**src/rtl/core/brq_pkg.sv**
```systemverilog
package brq_pkg;

    // Fixed field widths of the item and result beats
    localparam int ID_W    = 5;
    localparam int LEVEL_W = 6;
    localparam int MODE_W  = 2;
    localparam int STAT_W  = 2;

    typedef logic [MODE_W-1:0]  mode_t;
    typedef logic [STAT_W-1:0]  status_t;
    typedef logic [ID_W-1:0]    id_t;
    typedef logic [LEVEL_W-1:0] level_t;

    // Request codes; any other code only reports the best entry
    localparam mode_t MODE_ADD    = 2'd0;
    localparam mode_t MODE_REMOVE = 2'd1;
    localparam mode_t MODE_PEEK   = 2'd2;

    // Result status codes
    localparam status_t STATUS_OK         = 2'd0;
    localparam status_t STATUS_DUP_ADD    = 2'd1;
    localparam status_t STATUS_NOT_QUEUED = 2'd2;

    typedef struct packed {
        mode_t  mode;
        id_t    entry_id;
        level_t level;
    } in_t;

    typedef struct packed {
        logic    found;
        id_t     best_id;
        level_t  best_level;
        status_t status;
    } out_t;

endpackage

```
**src/rtl/core/brq_state.sv**
```systemverilog
module brq_state #(
    parameter int NUM_LEVELS  = 64,
    parameter int MAX_ENTRIES = 32
) (
    input  logic                        aclk,
    input  logic                        aresetn,
    input  logic                        apply,
    input  brq_pkg::in_t                item,
    output brq_pkg::status_t            status,
    output logic [MAX_ENTRIES-1:0]      queued_reg,
    output brq_pkg::level_t             entry_level_reg [MAX_ENTRIES],
    output logic [MAX_ENTRIES-1:0]      older_reg [MAX_ENTRIES],
    output logic [NUM_LEVELS-1:0]       bitmap_reg
);

    localparam int ENT_IDX_W = (MAX_ENTRIES > 1) ? $clog2(MAX_ENTRIES) : 1;
    localparam int LVL_IDX_W = (NUM_LEVELS > 1) ? $clog2(NUM_LEVELS) : 1;

    logic                   id_ok;
    logic [ENT_IDX_W-1:0]   ent;
    logic                   is_queued;
    brq_pkg::level_t        lv_sat;
    brq_pkg::level_t        cur_lv;
    logic [LVL_IDX_W-1:0]   add_idx;
    logic [LVL_IDX_W-1:0]   cur_idx;
    logic [MAX_ENTRIES-1:0] same_level;
    logic                   do_add;
    logic                   do_rem;
    logic [MAX_ENTRIES-1:0] queued_next;
    logic [NUM_LEVELS-1:0]  bitmap_next;
    logic [MAX_ENTRIES-1:0] older_next [MAX_ENTRIES];

    // Decode the request against the current entry table
    always_comb begin
        lv_sat = item.level;
        if (int'(item.level) >= NUM_LEVELS) begin
            lv_sat = brq_pkg::LEVEL_W'(NUM_LEVELS - 1);
        end
        id_ok     = int'(item.entry_id) < MAX_ENTRIES;
        ent       = ENT_IDX_W'(item.entry_id);
        is_queued = id_ok && queued_reg[ent];
        cur_lv    = entry_level_reg[ent];
        add_idx   = LVL_IDX_W'(lv_sat);
        cur_idx   = LVL_IDX_W'(cur_lv);

        do_add = (item.mode == brq_pkg::MODE_ADD) && id_ok && !is_queued;
        do_rem = (item.mode == brq_pkg::MODE_REMOVE) && is_queued;

        status = brq_pkg::STATUS_OK;
        if (item.mode == brq_pkg::MODE_ADD && is_queued) begin
            status = brq_pkg::STATUS_DUP_ADD;
        end else if (item.mode == brq_pkg::MODE_REMOVE && !is_queued) begin
            status = brq_pkg::STATUS_NOT_QUEUED;
        end
    end

    // Find other queued entries that share the removed entry's level
    always_comb begin
        for (int i = 0; i < MAX_ENTRIES; i++) begin
            same_level[i] = queued_reg[i] && (entry_level_reg[i] == cur_lv)
                            && (ENT_IDX_W'(i) != ent);
        end
    end

    // Build next queued set and level bitmap
    always_comb begin
        queued_next = queued_reg;
        bitmap_next = bitmap_reg;
        if (do_add) begin
            queued_next[ent]     = 1'b1;
            bitmap_next[add_idx] = 1'b1;
        end else if (do_rem) begin
            queued_next[ent] = 1'b0;
            if (same_level == '0) begin
                bitmap_next[cur_idx] = 1'b0;
            end
        end
    end

    // Age matrix: row i marks entries added before i; an add makes the
    // new entry younger than everything queued and older than nobody
    always_comb begin
        for (int i = 0; i < MAX_ENTRIES; i++) begin
            older_next[i]      = older_reg[i];
            older_next[i][ent] = 1'b0;
            if (ENT_IDX_W'(i) == ent) begin
                older_next[i] = queued_reg;
            end
        end
    end

    // Control state: queued flags and level bitmap
    always_ff @(posedge aclk) begin
        if (!aresetn) begin
            queued_reg <= '0;
            bitmap_reg <= '0;
        end else if (apply) begin
            queued_reg <= queued_next;
            bitmap_reg <= bitmap_next;
        end
    end

    // Payload: entry levels and age rows, written on add only
    always_ff @(posedge aclk) begin
        if (apply && do_add) begin
            entry_level_reg[ent] <= lv_sat;
            for (int i = 0; i < MAX_ENTRIES; i++) begin
                older_reg[i] <= older_next[i];
            end
        end
    end

endmodule

```
**src/rtl/core/brq_select.sv**
```systemverilog
module brq_select #(
    parameter int NUM_LEVELS  = 64,
    parameter int MAX_ENTRIES = 32
) (
    input  logic [MAX_ENTRIES-1:0]  queued_reg,
    input  brq_pkg::level_t         entry_level_reg [MAX_ENTRIES],
    input  logic [MAX_ENTRIES-1:0]  older_reg [MAX_ENTRIES],
    input  logic [NUM_LEVELS-1:0]   bitmap_reg,
    output logic                    found,
    output brq_pkg::id_t            best_id,
    output brq_pkg::level_t         best_level
);

    localparam int LVL_IDX_W = (NUM_LEVELS > 1) ? $clog2(NUM_LEVELS) : 1;

    logic [LVL_IDX_W-1:0]   top_idx;
    logic [MAX_ENTRIES-1:0] cand;
    logic [MAX_ENTRIES-1:0] head;

    // Pick the highest populated level
    always_comb begin
        top_idx = '0;
        for (int k = 0; k < NUM_LEVELS; k++) begin
            if (bitmap_reg[k]) begin
                top_idx = LVL_IDX_W'(k);
            end
        end
        found      = |bitmap_reg;
        best_level = brq_pkg::LEVEL_W'(top_idx);
    end

    // Take the oldest queued entry of that level as its head
    always_comb begin
        best_id = '0;
        for (int i = 0; i < MAX_ENTRIES; i++) begin
            cand[i] = queued_reg[i] && (entry_level_reg[i] == best_level) && found;
        end
        for (int i = 0; i < MAX_ENTRIES; i++) begin
            head[i] = cand[i] && ((cand & older_reg[i]) == '0);
            if (head[i]) begin
                best_id = best_id | brq_pkg::ID_W'(i);
            end
        end
    end

endmodule

```
**src/rtl/core/bitmap_priority_ready_queue.sv**
```systemverilog
// Priority ready queue: one FIFO of entries per level, highest level first.
// s_ channel: one beat per request (add, remove or peek of an entry id).
// m_ channel: exactly one result beat per request, in request order, with
// the head of the highest populated level and the request status.
// A request is registered at the input, applied to the entry table by the
// apply stage, and the best entry is then looked up from the updated table
// and registered in the result register.
// Each stage moves one beat per cycle, so while m_ready is high requests
// stream at one per cycle; the entry table is updated once per cycle by the
// apply stage, which is what sets that rate.
// When the receiver holds m_ready low, the stages fill up behind the result
// register and s_ready drops once all three hold a beat; nothing is dropped.
// Reset (aresetn low, synchronous) empties the queue and all stages; no
// clearing pass is needed, the queue is usable in the first cycle after.
module bitmap_priority_ready_queue #(
    parameter int NUM_LEVELS  = 64,
    parameter int MAX_ENTRIES = 32
) (
    input  logic          aclk,
    input  logic          aresetn,
    input  logic          s_valid,
    output logic          s_ready,
    input  brq_pkg::in_t  s_data,
    output logic          m_valid,
    input  logic          m_ready,
    output brq_pkg::out_t m_data
);

    brq_pkg::in_t           in_reg;
    logic                   in_valid_reg;
    brq_pkg::status_t       status_reg;
    logic                   mid_valid_reg;
    brq_pkg::out_t          out_reg;
    logic                   out_valid_reg;

    logic                   out_ready;
    logic                   mid_ready;
    logic                   in_ready;
    logic                   apply;
    logic                   mid_move;

    brq_pkg::status_t       status;
    logic [MAX_ENTRIES-1:0] queued_reg;
    brq_pkg::level_t        entry_level_reg [MAX_ENTRIES];
    logic [MAX_ENTRIES-1:0] older_reg [MAX_ENTRIES];
    logic [NUM_LEVELS-1:0]  bitmap_reg;
    logic                   found;
    brq_pkg::id_t           best_id;
    brq_pkg::level_t        best_level;
    brq_pkg::out_t          out_next;

    // Advance each stage when the one downstream has room
    always_comb begin
        out_ready = !out_valid_reg || m_ready;
        mid_ready = !mid_valid_reg || out_ready;
        in_ready  = !in_valid_reg || mid_ready;
        apply     = in_valid_reg && mid_ready;
        mid_move  = mid_valid_reg && out_ready;
    end

    assign s_ready = in_ready;
    assign m_valid = out_valid_reg;
    assign m_data  = out_reg;

    brq_state #(
        .NUM_LEVELS  (NUM_LEVELS),
        .MAX_ENTRIES (MAX_ENTRIES)
    ) u_state (
        .aclk            (aclk),
        .aresetn         (aresetn),
        .apply           (apply),
        .item            (in_reg),
        .status          (status),
        .queued_reg      (queued_reg),
        .entry_level_reg (entry_level_reg),
        .older_reg       (older_reg),
        .bitmap_reg      (bitmap_reg)
    );

    brq_select #(
        .NUM_LEVELS  (NUM_LEVELS),
        .MAX_ENTRIES (MAX_ENTRIES)
    ) u_select (
        .queued_reg      (queued_reg),
        .entry_level_reg (entry_level_reg),
        .older_reg       (older_reg),
        .bitmap_reg      (bitmap_reg),
        .found           (found),
        .best_id         (best_id),
        .best_level      (best_level)
    );

    // Assemble the result beat from the updated table
    always_comb begin
        out_next.found      = found;
        out_next.best_id    = best_id;
        out_next.best_level = best_level;
        out_next.status     = status_reg;
    end

    // Stage valid flags
    always_ff @(posedge aclk) begin
        if (!aresetn) begin
            in_valid_reg  <= 1'b0;
            mid_valid_reg <= 1'b0;
            out_valid_reg <= 1'b0;
        end else begin
            if (in_ready) begin
                in_valid_reg <= s_valid;
            end
            if (mid_ready) begin
                mid_valid_reg <= apply;
            end
            if (out_ready) begin
                out_valid_reg <= mid_move;
            end
        end
    end

    // Stage payloads: hold while stalled
    always_ff @(posedge aclk) begin
        if (in_ready && s_valid) begin
            in_reg <= s_data;
        end
        if (apply) begin
            status_reg <= status;
        end
        if (mid_move) begin
            out_reg <= out_next;
        end
    end

endmodule
```
**config.mk**
```make
export PLATFORM = sky130hd
export DESIGN_NAME = bitmap_priority_ready_queue
export DESIGN_NICKNAME = d
export VERILOG_FILES = /design/src/rtl/core/brq_pkg.sv /design/src/rtl/core/brq_state.sv /design/src/rtl/core/brq_select.sv /design/src/rtl/core/bitmap_priority_ready_queue.sv
export SDC_FILE = /design/constraint.sdc
export NUM_CORES = 2
export LEC_CHECK = 0
export BUFFER_PORTS_ARGS = -buffer_cell sky130_fd_sc_hd__buf_4
export CORE_ASPECT_RATIO = 1.4
export CORE_MARGIN = 4
export CORE_UTILIZATION = 45
export DETAILED_ROUTE_END_ITERATION = 8
export PLACE_DENSITY_LB_ADDON = 0.25
export SETUP_SLACK_MARGIN = 0.02
export SLEW_MARGIN = 20
export SYNTH_ARGS = -nofsm -noshare
export SYNTH_HDL_FRONTEND = slang
export SYNTH_HIERARCHICAL = 1
export SYNTH_SLANG_ARGS = --single-unit
```
**constraint.sdc**
```tcl
create_clock -name aclk -period 32.3 [get_ports aclk]
set_clock_uncertainty 0.15 [all_clocks]
set_input_delay 3.23 -clock aclk [delete_from_list [all_inputs] [get_ports aclk]]
set_output_delay 3.23 -clock aclk [all_outputs]
set_load 0.005 [all_outputs]
```
-- Word-level counts from Yosys, hierarchy flattened
Index checks and enable logic that the tools add are counted.
- magnitude comparators: 8
- bitwise operators: 69
- multiplexer cells: 154
- eq/ne operators: 133
- reductions and logical operators: 219
- operator list (kind ; number):
    $and 32x32->32 ; 63
    $mux 32 ; 35
    $logic_not 32->1 ; 32
    $mux 6 ; 65
    $eq 6x6->1 ; 64
    $mux 64 ; 5
    $bwmux 192 ; 1
    $logic_and 1x1->1 ; 171
    $eq 5x5->1 const A ; 16
    $ne 5x5->1 const A ; 16
    $mux 5 ; 14
    $and 64x64->64 ; 1
    $not 64->64 ; 1
    $or 64x64->64 ; 1
    $reduce_or 64->1 ; 1
    $eq 4x5->1 const A ; 8
    $ne 4x5->1 const A ; 8
    $mux 4 ; 8
    $not 32->32 ; 1
    $or 32x32->32 ; 1
    $bmux 6 s5 ; 1
    $demux 6 s5 ; 1
    $eq 3x5->1 const A ; 4
    $ne 3x5->1 const A ; 4
    30 further kinds ; 61
- register bits after elaboration: 1312
- logic and storage cells: 663
- output and inout bits: 16

-- Logic depth before layout (Yosys ltp)
- word-level depth: 98
- depth in mapped cells: 20
- mapped depth without buffers: 14

-- Modules after synthesis
Netlist, hierarchy kept.
- modules (own cells, without submodules) (module ; sequential area each (um2) ; area an instance (um2) ; cells each ; instances):
    brq_state ; 38436.9 ; 59305.6 ; 5092 ; 1
    brq_select ; 0.0 ; 10953.0 ; 1553 ; 1
    bitmap_priority_ready_queue ; 930.9 ; 1008.5 ; 42 ; 1

-- Least setup slack after synthesis
No wires, ideal clock.
- path type: input -> register
- from: input m_ready
- to: register u_state.bitmap_reg[49]
- buffers on the path: 0
- setup time: 81 ps
- setup slack: 4125 ps
- required time: 32069 ps
- arrival time: 27944 ps
- stages: 8
- cell sequence: and3b_1 -> nor2b_1 -> nand3_1 -> inv_1 -> nand3_1 -> nor2_1 -> o21ai_0 -> a41oi_1
- cells in the longest elaborated chain, start to end: 5
- RTL lines (item ; line ; source):
    start: declaration ; bitmap_priority_ready_queue.sv:25 ; input logic m_ready,
    $logic_or 1x1->1 ; bitmap_priority_ready_queue.sv:54 ; out_ready = !out_valid_reg || m_ready;
    $logic_or 1x1->1 ; bitmap_priority_ready_queue.sv:55 ; mid_ready = !mid_valid_reg || out_ready;
    $logic_and 1x1->1 ; bitmap_priority_ready_queue.sv:57 ; apply = in_valid_reg && mid_ready;
    named net apply ; bitmap_priority_ready_queue.sv:39 ; logic apply;
    $ne 2x1->1 (no source line) ; -- ;
    $reduce_and 3->1 (no source line) ; -- ;
    end signal: assignment ; brq_state.sv:99 ; bitmap_reg <= bitmap_next;
    end: declaration ; brq_state.sv:13 ; output logic [NUM_LEVELS-1:0] bitmap_reg
The timed path passes the listed nets, and every way through them passes these cells.
A chain may end at the register's enable or synchronous reset.

-- Worst setup path after layout
- from: input m_ready
- to: output s_ready
- cells in the longest elaborated chain, start to end: 3
- RTL lines (item ; line ; source):
    $logic_or 1x1->1 ; bitmap_priority_ready_queue.sv:54 ;
    $logic_or 1x1->1 ; bitmap_priority_ready_queue.sv:55 ;
    $logic_or 1x1->1 ; bitmap_priority_ready_queue.sv:56 ; in_ready = !in_valid_reg || mid_ready;
    end: declaration ; bitmap_priority_ready_queue.sv:22 ; output logic s_ready,
Every way passes these cells.

==> impl_metrics.toml <==
[run_status]
outcome = "complete, but fails checks"
violations = "design-rule violations"

[floorplan]
rows = 170
ios = 33
die_w_um = 341.2
core_um2 = 154000
fp.dieArea_um2 = 161900
start_util = 0.4542
fp.dieH_um = 474.5

[sta]
fin_crit_ns = 7.102
fin_ws_ns = 25.20
fin_crit_sh = 0.2199
tns_ns = 0
hold_violations = 0
rsz0062_at_grt = "no"
tightest_slew_ns = 1.304
fmax_mhz = 140.8
setup_viol = 0
drv_slew = 0
relSlewSlack = 0.1270
timing.hold.ws_ns = 0.2957

[setup_path]
crit_top_cell = "buf_4"
crit_type = "in -> out"
worst-path-max-fanout = 3
critPathCaptureType = "primary output"
worstPathRequired_ns = 28.92
crit_path_top_delay_cell = "nand4b_2"
cp_cell_sequence = "buf_4 -> nand4b_2 -> buf_4"
critical_path_arrival_ns = 3.72
critPathBufInv = 2
critPathTopFamily = "buffers and inverters"
critical_path.max_stage_delay_ns = 0.21
critPathLaunchType = "input pin"

[cells_and_area]
largest_reg_flops = 992
drive_above_1_share = 0.1064
nNetsFinal = 6399
fill_cells = 14090
final_cell_area_um2 = 76770
stdcell_count = 8576
multi_input_area_um2 = 28860
final_cell_mix = "edfxtp_1 (1213), nand2_1 (1192), a22o_1 (605)"
final_common_cell = "edfxtp_1"
fin_util = 0.4985
final-seq-area_um2 = 38450
area_growth_pct = 9.760

[clocking]
cts_tree = "done"
cts.sinks = 1312
h-tree-depth = 4
cts_buffers = 138
clkLatencyLatePin_ns = 0.83
cts_hold_buf = 0
post-cts-setup-buffer-count = 0
cts.repair.resized = 0
cts_buffer_depth = 3
path_clk_slew_ns = 0.06
cts-root-buf = "clkbuf_16"

[global_routing]
antenna_found_initial = 21
grt_max_degree = 174
grt_pass1_vias = 58250
gr-total-overflow = 0
grt_use_total = 0.4142
grt_pass1_wl_um = 469600

[placed_design]
post-place-ws_ns = 25.19
gp_congestion = 1.055
post-dp-hpwl_um = 212800
postPlaceCellArea_um2 = 72190
dp.cells = 8302
portBuffers = 32

[route]
drt_iter0_markers = 11900
vias = 63140
wire_per_inst_um = 40.29
wl_um = 345500
drtPass1Iterations = 9
avgViaCountPerCell = 7.362
antenna_left = 0
drcViolationCount = 6

[synthesis]
syn_inst = 6586
syn_nets = 6603
avgSynthCellArea_um2 = 10.62
syn_area_um2 = 69950
ys.warnings.count = 6

[power_and_ir_drop]
netSwitchingFraction = 0.2579
share_comb_of_total_power = 0.088
p_leak_nw = 26.54
intPower_mw = 2.896
clock_power_share = 0.422
power_density_nw_per_um2 = 50.84
p_total_mw = 3.903
max-vdd-ir-drop_mv = 0.04161
power.switching_mw = 1.007
seq_power_share = 0.490

[worst_hold_path]
hp-class = "reg -> reg"

[job]
max_cap_viol_count = 0
## metal layers
layer | vias to the layer above | GRT usage | share of wire
li1 | 24710 | - | -
met1 | 30610 | 0.4821 | 0.32
met2 | 6131 | 0.6058 | 0.42
met3 | 1674 | 0.1350 | 0.14
met4 | 12 | 0.3772 | 0.11
met5 | - | 0.003925 | 0.00043
## worst reg2reg max path: stages, from the launching register on
cell      delay (ns)
edfxtp_1        0.33
buf_4           0.34
buf_4           0.68
or3b_1          0.33
o221ai_1        0.32
nand4b_1        0.81
nand2_1         0.79
buf_4           0.55
xor2_1          0.19
nand4_1         0.22
o21ai_0         0.12
nor4_1          0.74
and4_2          0.36
buf_4           0.59
a41oi_1         0.34
## final timing paths
kind | start | endpoint | slack, ns | depth (start not counted)
max reg2reg | in_reg[7] | u_state/bitmap_reg[35] | 25.28 | 14
min reg2reg | status_reg[0] | m_data[0] | 0.30 | 0
min | status_reg[0] | m_data[0] | 0.30 | 0
max | m_ready | s_ready | 25.20 | 3
## cell type report
class	count	area share
antenna	18	0.0005867
clock buffer	185	0.04987
clock inverter	67	0.007986
inverter	68	0.003422
multi-input combinational	4590	0.3759
sequential	1312	0.5008
tap	2064	0.03364
timing repair buffer	272	0.02782
## power groups by stage
| stage | logic (mW) | clock network [mW] | registers [mW] |
|---|---|---|---|
| 6_report | 0.342 | 1.65 | 1.91 |
| 5_1_grt | 0.344 | 1.71 | 1.92 |
| 4_1_cts | 0.323 | 1.64 | 1.91 |
| 3_5_place_dp | 0.322 | 0 | 1.95 |
| 3_3_place_gp | 0.316 | 0 | 1.95 |
| 2_1_floorplan | 0.204 | 0 | 1.97 |
No activity file was read; power rests on OpenSTA's default activity.
